<file path="src/hw/rtl/tle_pkg.sv">
// shared types, constants and helpers of the terminal line editor
// no dependencies; imported by every module of the block
package tle_pkg;

    localparam int LINE_MAX = 32;
    localparam int ADDR_W   = $clog2(LINE_MAX);
    localparam logic [5:0] CAP_MAX = (LINE_MAX - 1 < 31) ? 6'(LINE_MAX - 1) : 6'd31;

    localparam logic [7:0] CH_CTRL_D = 8'h04;
    localparam logic [7:0] CH_CTRL_E = 8'h05;
    localparam logic [7:0] CH_BEL    = 8'h07;
    localparam logic [7:0] CH_BS     = 8'h08;
    localparam logic [7:0] CH_LF     = 8'h0a;
    localparam logic [7:0] CH_CR     = 8'h0d;
    localparam logic [7:0] CH_SP     = 8'h20;
    localparam logic [7:0] CH_STAR   = 8'h2a;
    localparam logic [7:0] CH_DEL    = 8'h7f;

    localparam logic [7:0] PAT_A [5] = '{8'h7e, 8'hff, 8'h03, 8'hc0, 8'h21};
    localparam logic [7:0] PAT_B [6] = '{8'h7e, 8'hff, 8'h7d, 8'h23, 8'hc0, 8'h21};
    localparam logic [7:0] PAT_C [7] = '{8'h7e, 8'h7d, 8'hdf, 8'h7d, 8'h23, 8'hc0, 8'h21};

    typedef enum logic [2:0] {
        CFG_PPP_DETECT,
        CFG_ECHO_VISIBLE,
        CFG_LINE_SIZE,
        CFG_CHAR_LOW,
        CFG_CHAR_HIGH
    } t_cfg_idx;

    typedef enum logic [1:0] {
        KIND_TERM,
        KIND_LINE,
        KIND_END
    } t_kind;

    typedef enum logic [1:0] {
        ST_DONE,
        ST_PPP,
        ST_ABORT
    } t_status;

    typedef enum logic [2:0] {
        S_IDLE,
        S_DECODE,
        S_ECHO,
        S_WALK_RD,
        S_WALK_OUT,
        S_STATUS
    } t_state;

    typedef enum logic [2:0] {
        ECHO_NONE,
        ECHO_CRLF,
        ECHO_ERASE,
        ECHO_BELL,
        ECHO_CHAR
    } t_echo;

    typedef struct packed {
        logic              we;
        logic [ADDR_W-1:0] waddr;
        logic [7:0]        wdata;
        logic              re;
        logic [ADDR_W-1:0] raddr;
    } t_mem_req;

    typedef struct packed {
        logic       shift;
        logic       clear;
        logic [7:0] rx;
    } t_ppp_ctl;

    function automatic logic [4:0] capacity(input logic [5:0] size);
        logic [5:0] c6;
        c6 = (size == 6'd0) ? 6'd0 : size - 6'd1;
        if (c6 > CAP_MAX) c6 = CAP_MAX;
        return c6[4:0];
    endfunction

    function automatic logic [1:0] echo_count(input t_echo code);
        case (code)
            ECHO_CRLF:  return 2'd2;
            ECHO_ERASE: return 2'd3;
            ECHO_BELL:  return 2'd1;
            ECHO_CHAR:  return 2'd1;
            default:    return 2'd0;
        endcase
    endfunction

endpackage

</file>
<file path="src/hw/rtl/tle_line_mem.sv">
// line store: one write port, one read port, registered read data
// depends on tle_pkg
module tle_line_mem (
    input  logic              i_clk,
    input  tle_pkg::t_mem_req i_req,
    output logic [7:0]        o_rdata
);
    import tle_pkg::*;

    logic [7:0] mem [LINE_MAX];
    logic [7:0] r_rdata;

    always_ff @(posedge i_clk) begin
        if (i_req.we) begin
            mem[i_req.waddr] <= i_req.wdata;
        end
        if (i_req.re) begin
            r_rdata <= mem[i_req.raddr];
        end
    end

    assign o_rdata = r_rdata;

endmodule

</file>
<file path="src/hw/rtl/tle_ppp_win.sv">
// seven-byte window and matcher for the three ppp start patterns
// depends on tle_pkg
module tle_ppp_win (
    input  logic              i_clk,
    input  logic              i_rst_n,
    input  tle_pkg::t_ppp_ctl i_ctl,
    output logic              o_hit
);
    import tle_pkg::*;

    logic [7:0] r_win [7];
    logic [7:0] cand  [7];
    logic       hit_a;
    logic       hit_b;
    logic       hit_c;

    always_comb begin
        for (int k = 0; k < 6; k++) begin
            cand[k] = r_win[k+1];
        end
        cand[6] = i_ctl.rx;
        hit_a = 1'b1;
        hit_b = 1'b1;
        hit_c = 1'b1;
        for (int j = 0; j < 5; j++) begin
            if (cand[2+j] != PAT_A[j]) hit_a = 1'b0;
        end
        for (int j = 0; j < 6; j++) begin
            if (cand[1+j] != PAT_B[j]) hit_b = 1'b0;
        end
        for (int j = 0; j < 7; j++) begin
            if (cand[j] != PAT_C[j]) hit_c = 1'b0;
        end
    end

    assign o_hit = hit_a | hit_b | hit_c;

    always_ff @(posedge i_clk) begin
        if (!i_rst_n || i_ctl.clear) begin
            for (int k = 0; k < 7; k++) r_win[k] <= 8'd0;
        end else if (i_ctl.shift) begin
            for (int k = 0; k < 7; k++) r_win[k] <= cand[k];
        end
    end

endmodule

</file>
<file path="src/hw/rtl/terminal_line_editor_ppp_detect.sv">
// terminal line editor with ppp start detection, top level
// depends on tle_pkg, tle_line_mem, tle_ppp_win
//
// usage: received terminal bytes enter on i_valid/o_ready/i_rx_byte, one beat
// per byte. result beats leave on o_valid/i_ready with kind, byte, status,
// line length and a last flag on the final beat caused by a byte. registers
// are written on the cfg channel (i_cfg_valid/o_cfg_ready, index, data),
// which is always ready and should only be used while the editor is idle.
// timing: an accepted byte is decoded in the cycle after acceptance; each echo
// or status beat is then loaded into the output register, and each stored line
// character is read from the line store, whose read data is registered, then output.
// o_ready returns in the cycle after the last beat enters the output register.
// the output register parts both sides: the next byte is taken while the
// final beat still waits for i_ready; a stalled receiver holds the beat and
// freezes the walk.
// reset: registers take their defaults, the line is empty, newline echo on,
// ppp window cleared; the line store is not cleared, only written entries
// are ever read.
module terminal_line_editor_ppp_detect (
    input  logic       i_clk,
    input  logic       i_rst_n,
    input  logic       i_valid,
    output logic       o_ready,
    input  logic [7:0] i_rx_byte,
    output logic       o_valid,
    input  logic       i_ready,
    output logic [1:0] o_kind,
    output logic [7:0] o_out_byte,
    output logic [1:0] o_status,
    output logic [4:0] o_line_length,
    output logic       o_last,
    input  logic       i_cfg_valid,
    output logic       o_cfg_ready,
    input  logic [2:0] i_cfg_index,
    input  logic [7:0] i_cfg_data
);
    import tle_pkg::*;

    logic       r_ppp;
    logic       r_echo_vis;
    logic [5:0] r_line_size;
    logic [7:0] r_char_low;
    logic [7:0] r_char_high;

    t_state     r_state, n_state;
    logic [4:0] r_fill, n_fill;
    logic       r_cr, n_cr;
    logic       r_nl_echo, n_nl_echo;
    t_echo      r_echo, n_echo;
    logic [1:0] r_idx, n_idx;
    logic [7:0] r_echo_char, n_echo_char;
    logic       r_stat_en, n_stat_en;
    t_status    r_stat, n_stat;
    logic [4:0] r_len, n_len;
    logic [4:0] r_widx, n_widx;
    logic [7:0] r_byte;

    logic       r_out_valid;
    logic [1:0] r_kind;
    logic [7:0] r_obyte;
    logic [1:0] r_ostat;
    logic [4:0] r_olen;
    logic       r_olast;

    logic       out_free;
    logic       out_load;
    t_kind      ld_kind;
    logic [7:0] ld_byte;
    t_status    ld_stat;
    logic [4:0] ld_len;
    logic       ld_last;
    logic       echo_end;
    logic [7:0] echo_byte;

    t_mem_req   mem_req;
    logic [7:0] mem_rdata;
    t_ppp_ctl   ppp_ctl;
    logic       ppp_hit;

    tle_line_mem u_mem (
        .i_clk   (i_clk),
        .i_req   (mem_req),
        .o_rdata (mem_rdata)
    );

    tle_ppp_win u_ppp (
        .i_clk   (i_clk),
        .i_rst_n (i_rst_n),
        .i_ctl   (ppp_ctl),
        .o_hit   (ppp_hit)
    );

    assign o_cfg_ready = 1'b1;

    always_ff @(posedge i_clk) begin
        if (!i_rst_n) begin
            r_ppp       <= 1'b0;
            r_echo_vis  <= 1'b1;
            r_line_size <= 6'd32;
            r_char_low  <= 8'd32;
            r_char_high <= 8'd126;
        end else if (i_cfg_valid) begin
            case (t_cfg_idx'(i_cfg_index))
                CFG_PPP_DETECT:   r_ppp       <= i_cfg_data[0];
                CFG_ECHO_VISIBLE: r_echo_vis  <= i_cfg_data[0];
                CFG_LINE_SIZE:    r_line_size <= i_cfg_data[5:0];
                CFG_CHAR_LOW:     r_char_low  <= i_cfg_data;
                CFG_CHAR_HIGH:    r_char_high <= i_cfg_data;
                default: ;
            endcase
        end
    end

    assign out_free = !r_out_valid || i_ready;
    assign o_ready  = (r_state == S_IDLE);
    assign echo_end = (r_idx == echo_count(r_echo) - 2'd1);

    always_comb begin
        case (r_echo)
            ECHO_CRLF:  echo_byte = (r_idx == 2'd0) ? CH_CR : CH_LF;
            ECHO_ERASE: echo_byte = (r_idx == 2'd1) ? CH_SP : CH_BS;
            ECHO_BELL:  echo_byte = CH_BEL;
            ECHO_CHAR:  echo_byte = r_echo_char;
            default:    echo_byte = 8'd0;
        endcase
    end

    always_comb begin
        n_state     = r_state;
        n_fill      = r_fill;
        n_cr        = r_cr;
        n_nl_echo   = r_nl_echo;
        n_echo      = r_echo;
        n_idx       = r_idx;
        n_echo_char = r_echo_char;
        n_stat_en   = r_stat_en;
        n_stat      = r_stat;
        n_len       = r_len;
        n_widx      = r_widx;
        mem_req     = '0;
        ppp_ctl     = '{shift: 1'b0, clear: 1'b0, rx: r_byte};
        out_load    = 1'b0;
        ld_kind     = KIND_TERM;
        ld_byte     = 8'd0;
        ld_stat     = ST_DONE;
        ld_len      = 5'd0;
        ld_last     = 1'b0;

        case (r_state)
            S_IDLE: begin
                if (i_valid) n_state = S_DECODE;
            end
            S_DECODE: begin
                n_echo    = ECHO_NONE;
                n_idx     = 2'd0;
                n_stat_en = 1'b0;
                n_stat    = ST_DONE;
                n_len     = 5'd0;
                n_widx    = 5'd0;
                ppp_ctl.shift = r_ppp;
                if (r_ppp && ppp_hit) begin
                    ppp_ctl.clear = 1'b1;
                    n_stat_en = 1'b1;
                    n_stat    = ST_PPP;
                    n_fill    = 5'd0;
                    n_nl_echo = 1'b1;
                end else if (r_byte == CH_LF && r_cr) begin
                    n_cr = 1'b0;
                end else begin
                    n_cr = (r_byte == CH_CR);
                    case (r_byte)
                        CH_LF, CH_CR: begin
                            ppp_ctl.clear = 1'b1;
                            n_echo    = r_nl_echo ? ECHO_CRLF : ECHO_NONE;
                            n_stat_en = 1'b1;
                            n_len     = r_fill;
                            n_fill    = 5'd0;
                            n_nl_echo = 1'b1;
                        end
                        CH_CTRL_D: begin
                            if (r_fill == 5'd0) begin
                                ppp_ctl.clear = 1'b1;
                                n_echo    = r_nl_echo ? ECHO_CRLF : ECHO_NONE;
                                n_stat_en = 1'b1;
                                n_stat    = ST_ABORT;
                                n_nl_echo = 1'b1;
                            end
                        end
                        CH_CTRL_E: begin
                            n_nl_echo = 1'b0;
                        end
                        CH_BS, CH_DEL: begin
                            if (r_fill == 5'd0) begin
                                n_echo = ECHO_BELL;
                            end else begin
                                n_echo = ECHO_ERASE;
                                n_fill = r_fill - 5'd1;
                            end
                        end
                        default: begin
                            if (r_byte < r_char_low || r_byte > r_char_high
                                || r_fill >= capacity(r_line_size)) begin
                                n_echo = ECHO_BELL;
                            end else begin
                                n_echo        = ECHO_CHAR;
                                n_echo_char   = r_echo_vis ? r_byte : CH_STAR;
                                mem_req.we    = 1'b1;
                                mem_req.waddr = ADDR_W'(r_fill);
                                mem_req.wdata = r_byte;
                                n_fill        = r_fill + 5'd1;
                            end
                        end
                    endcase
                end
                if (n_echo != ECHO_NONE) begin
                    n_state = S_ECHO;
                end else if (n_stat_en) begin
                    n_state = (n_len != 5'd0) ? S_WALK_RD : S_STATUS;
                end else begin
                    n_state = S_IDLE;
                end
            end
            S_ECHO: begin
                if (out_free) begin
                    out_load = 1'b1;
                    ld_kind  = KIND_TERM;
                    ld_byte  = echo_byte;
                    ld_last  = echo_end && !r_stat_en;
                    n_idx    = r_idx + 2'd1;
                    if (echo_end) begin
                        if (!r_stat_en) begin
                            n_state = S_IDLE;
                        end else begin
                            n_state = (r_len != 5'd0) ? S_WALK_RD : S_STATUS;
                        end
                    end
                end
            end
            S_WALK_RD: begin
                mem_req.re    = 1'b1;
                mem_req.raddr = ADDR_W'(r_widx);
                n_state       = S_WALK_OUT;
            end
            S_WALK_OUT: begin
                if (out_free) begin
                    out_load = 1'b1;
                    ld_kind  = KIND_LINE;
                    ld_byte  = mem_rdata;
                    n_widx   = r_widx + 5'd1;
                    n_state  = (r_widx + 5'd1 == r_len) ? S_STATUS : S_WALK_RD;
                end
            end
            S_STATUS: begin
                if (out_free) begin
                    out_load = 1'b1;
                    ld_kind  = KIND_END;
                    ld_stat  = r_stat;
                    ld_len   = r_len;
                    ld_last  = 1'b1;
                    n_state  = S_IDLE;
                end
            end
            default: n_state = S_IDLE;
        endcase
    end

    always_ff @(posedge i_clk) begin
        if (!i_rst_n) begin
            r_state     <= S_IDLE;
            r_fill      <= 5'd0;
            r_cr        <= 1'b0;
            r_nl_echo   <= 1'b1;
            r_echo      <= ECHO_NONE;
            r_idx       <= 2'd0;
            r_stat_en   <= 1'b0;
            r_stat      <= ST_DONE;
            r_len       <= 5'd0;
            r_widx      <= 5'd0;
            r_out_valid <= 1'b0;
        end else begin
            r_state     <= n_state;
            r_fill      <= n_fill;
            r_cr        <= n_cr;
            r_nl_echo   <= n_nl_echo;
            r_echo      <= n_echo;
            r_idx       <= n_idx;
            r_stat_en   <= n_stat_en;
            r_stat      <= n_stat;
            r_len       <= n_len;
            r_widx      <= n_widx;
            if (out_load) begin
                r_out_valid <= 1'b1;
            end else if (i_ready) begin
                r_out_valid <= 1'b0;
            end
        end
    end

    always_ff @(posedge i_clk) begin
        r_echo_char <= n_echo_char;
        if (i_valid && o_ready) begin
            r_byte <= i_rx_byte;
        end
        if (out_load) begin
            r_kind  <= ld_kind;
            r_obyte <= ld_byte;
            r_ostat <= ld_stat;
            r_olen  <= ld_len;
            r_olast <= ld_last;
        end
    end

    assign o_valid       = r_out_valid;
    assign o_kind        = r_kind;
    assign o_out_byte    = r_obyte;
    assign o_status      = r_ostat;
    assign o_line_length = r_olen;
    assign o_last        = r_olast;

endmodule

</file>
<file path="config.mk">
export PLATFORM = sky130hd
export DESIGN_NAME = terminal_line_editor_ppp_detect
export DESIGN_NICKNAME = d
export VERILOG_FILES = /design/src/hw/rtl/tle_pkg.sv /design/src/hw/rtl/tle_line_mem.sv /design/src/hw/rtl/tle_ppp_win.sv /design/src/hw/rtl/terminal_line_editor_ppp_detect.sv
export SDC_FILE = /design/constraint.sdc
export NUM_CORES = 1
export LEC_CHECK = 0
export BUFFER_PORTS_ARGS = -buffer_cell sky130_fd_sc_hd__buf_2
export CORE_AREA = 2 2 189 191
export DETAILED_ROUTE_END_ITERATION = 7
export DIE_AREA = 0 0 191 193
export PLACE_DENSITY = 0.66
export SLEW_MARGIN = 20
export SYNTH_ARGS = -nofsm -noshare
export SYNTH_HDL_FRONTEND = slang
export SYNTH_HIERARCHICAL = 1
export SYNTH_SLANG_ARGS = --single-unit
</file>
<file path="constraint.sdc">
create_clock -name i_clk -period 6.55 [get_ports i_clk]
set_input_delay 0.9825 -clock i_clk [delete_from_list [all_inputs] [get_ports i_clk]]
set_output_delay 0.9825 -clock i_clk [all_outputs]
set_load 0.02 [all_outputs]
</file>
==> flow_summary.yaml <==
yosys:
  syn-num-nets: 1161
  synthesis.area_sq_mm: 0.01713
  ys_ff_latch: 399
  synthDistinctLibCells: 80
  yosys.area.top_type_share: 0.6067
  avgSynthCellArea_sq_um: 15.46
  postSynthCellCount: 1108
  yosys.area.top_type: "edfxtp_1"
  synth-edff-count: 346
  synth_ff_type: "edfxtp_1"
  ys_seq_area_frac: 0.6687
  async_flop_share: 0
  synthTopCellsByArea: "edfxtp_1, mux4_2, dfxtp_1"
  ys_warn_count: 6
drt:
  ant_nets: 0
  drc: 0
  firstDrtPassIters: 4
  vias_per_cell: 5.807
  vias: 9559
  wl_um: 36070
  wl_per_cell_um: 21.91
  drtIter0Drc: 921
power_and_ir_drop:
  p_per_area_mw_per_mm2: 284.6
  leakage_uw: 0.006616
  max-vdd-ir-drop_v: 0.0001726
floorplan:
  initial_core_util: 0.4898
  io_pins: 45
  fp-row-count: 69
  dieArea_sq_mm: 0.03686
  core_area_sq_mm: 0.03496
  die_h_um: 193
  die_w_um: 191
flow_run:
  max_cap_viol_count: 0
grt:
  track_usage: 0.1990
  grt_pass1_vias: 9264
  grt_pass1_wl_um: 55360
  antenna_found_initial: 0
  overflow: 0
  grt_max_degree: 50
sta:
  fin_hold_ws_ns: 0.4561
  post-route-min-period_ns: 4.743
  finalMaxSlewViolations: 0
  tightest_slew_ns: 1.019
  fin_crit_sh: 0.7242
  rsz0062_at_grt: "no"
  setup_viol_count_final: 0
  setup_tns_ns: 0
  fmax_mhz: 210.8
  skew_ns: 0.02920
  finalHoldViolCount: 0
  max_slew_margin: 0.3209
layout:
  multi_input_area_sq_mm: 0.005271
  drive_gt1_frac: 0.1932
  fillers: 2766
  seq_area_sq_mm: 0.01145
  fin_area_sq_mm: 0.01897
  diodes: 0
  final_nets: 1208
  syn2layout_area_growth_pct: 10.78
  final_util: 0.5426
worst_hold_path:
  hp-class: "reg2reg"
cts:
  cts_root_buf: "clkbuf_16"
  cts_hold_buf: 0
  cts_sinks: 399
  clock_path_buffers: 3
  tritoncts: "done"
  post_cts_resized: 0
  clkTransAtPathRegs_ns: 0.06
  insertion_delay_ns: 0.56
  post_cts_buffers: 0
  cts_made_buffers: 40
  htree_num_levels: 2
critical_path:
  cp_max_fo: 22
  crit_top_cell: "o21ai_0"
  critPathArrivalTime_ns: 4.92
  start_kind: "register"
  critPathKind: "reg2reg"
  cp_cell_sequence: "nor3_1 > nand3_1 > xnor2_1 > o21ai_0 > ha_1 > o21ai_0 > o21ai_0 > a21oi_1 > o211ai_1 > nor2_1 > and3_1 > and2_2 > nand3_1 > nor2_1"
  worst_setup_path_end_kind: "register"
  cp_slowest_stage_delay_ns: 0.83
  cp_data_required_time_ns: 6.73
  cpMaxStageDelayCell: "nor2_1"
status:
  status: "completed"
place:
  place_area_sq_mm: 0.01775
  port_buffers: 43
  dp_hpwl_um: 23340
  routabilityCongestion: 0.8521
==> final timing paths <==
check | start | end | slack [ns] | cells after the start
worst max-delay path | r_line_size[2] | u_mem/mem[19][6] | 1.81 | 14
worst min-delay path | r_char_low[7] | r_char_low[7] | 0.46 | 2
worst max register to register | r_line_size[2] | u_mem/mem[19][6] | 1.81 | 14
worst min register to register | r_char_low[7] | r_char_low[7] | 0.46 | 2
==> stage by stage <==
| step | cells | worst slack (ns) | total power (uW) |
|---|---|---|---|
| after CTS | 1646 | 1.809 | 5450 |
| after floorplan | 1108 | 2.844 | 3197 |
| final | 1646 | 1.807 | 5400 |
| after detailed placement | 1574 | 1.794 | 3331 |
| after global routing | 1646 | 1.458 | 5595 |
| after global placement | 1574 | 1.988 | 3321 |
==> sequential cells by signal, indices dropped and copies added (netlist names), 3 cells and up <==
| signal | count |
|---|---|
| u_ppp/r_win | 48 |
| r_widx | 5 |
| o_line_length | 5 |
| u_mem/mem | 256 |
| r_fill | 5 |
| r_byte | 8 |
| r_echo_char | 8 |
| o_out_byte | 8 |
| r_char_high | 8 |
| r_line_size | 6 |
| u_mem/o_rdata | 8 |
| r_state | 3 |
| r_char_low | 8 |
| r_echo | 3 |
| r_len | 5 |
==> synthesized netlist by cell type (9+ instances only) <==
cell type    n
edfxtp_1   346
o211ai_1    12
buf_1        9
ha_1        28
nor3_1      12
and3_1      53
inv_1       29
and2_1      36
o21ai_0     23
mux4_2      80
nor2b_1      9
nand2_1     68
mux2i_1     12
nor2_1      85
nand2b_1    10
nand3_1     18
clkbuf_1    26
dfxtp_1     53
a21oi_1     43
==> critical path: cells and delay by family (launching register included) <==
| family | cells | cell delay [ns] |
|---|---|---|
| and+or+nand+nor | 7 | 2.85 |
| DFF | 1 | 0.34 |
| AOI/OAI and AO/OA | 5 | 0.68 |
| xor gates and xnor gates | 1 | 0.21 |
| adders and majority gates | 1 | 0.28 |
==> cells by family (layout without fill, tap and decap cells) <==
logic type,count (synthesis),count (layout),share of synthesized area
flip-flops,399,399,0.6687
AND/OR/NAND/NOR,351,351,0.1105
AO/OA/AOI/OAI,128,128,0.04932
multiplexers,100,100,0.1175
buffers and inverters,85,162,0.02448
adder cells (fa/ha/maj),30,30,0.02221
XOR/XNOR,14,14,0.007160
other,1,1,0.0002190
==> power by group <==
group	internal, uW	switching [uW]	total (uW)
Clock	1190	931	2120
Combinational	121	247	367
Sequential	2850	65.2	2910
==> layout make-up <==
type	instances	share of cell area
Clock buffer	52	0.05566
Timing Repair Buffer	59	0.01767
Inverter	31	0.006133
Multi-Input combinational cell	624	0.2778
Tap cell	461	0.03040
Sequential cell	399	0.6036
Clock inverter	20	0.008705
==> layer usage <==
layer	GRT usage	part of all wire	vias to the layer above	wire (um)
met5	0	0	-	0
met4	0.05516	0.019	0	692
met3	0.03584	0.066	46	2397
met2	0.3066	0.46	308	16740
met1	0.2935	0.45	4798	16240
li1	-	-	4407	-
==> placed cells by master, fill, tap and decap left out, types with 16 or more instances in the layout <==
master,Yosys,layout
ha_1,28,28
clkbuf_16,0,40
nand2_1,68,68
buf_4,8,16
buf_2,3,43
and3_1,53,51
o21ai_0,23,23
dfxtp_1,53,53
and2_1,36,36
nand3_1,18,18
edfxtp_1,346,346
nor2_1,85,85
mux4_2,80,80
a21oi_1,43,43
inv_1,29,29
Power figures use the tool's default switching activity.
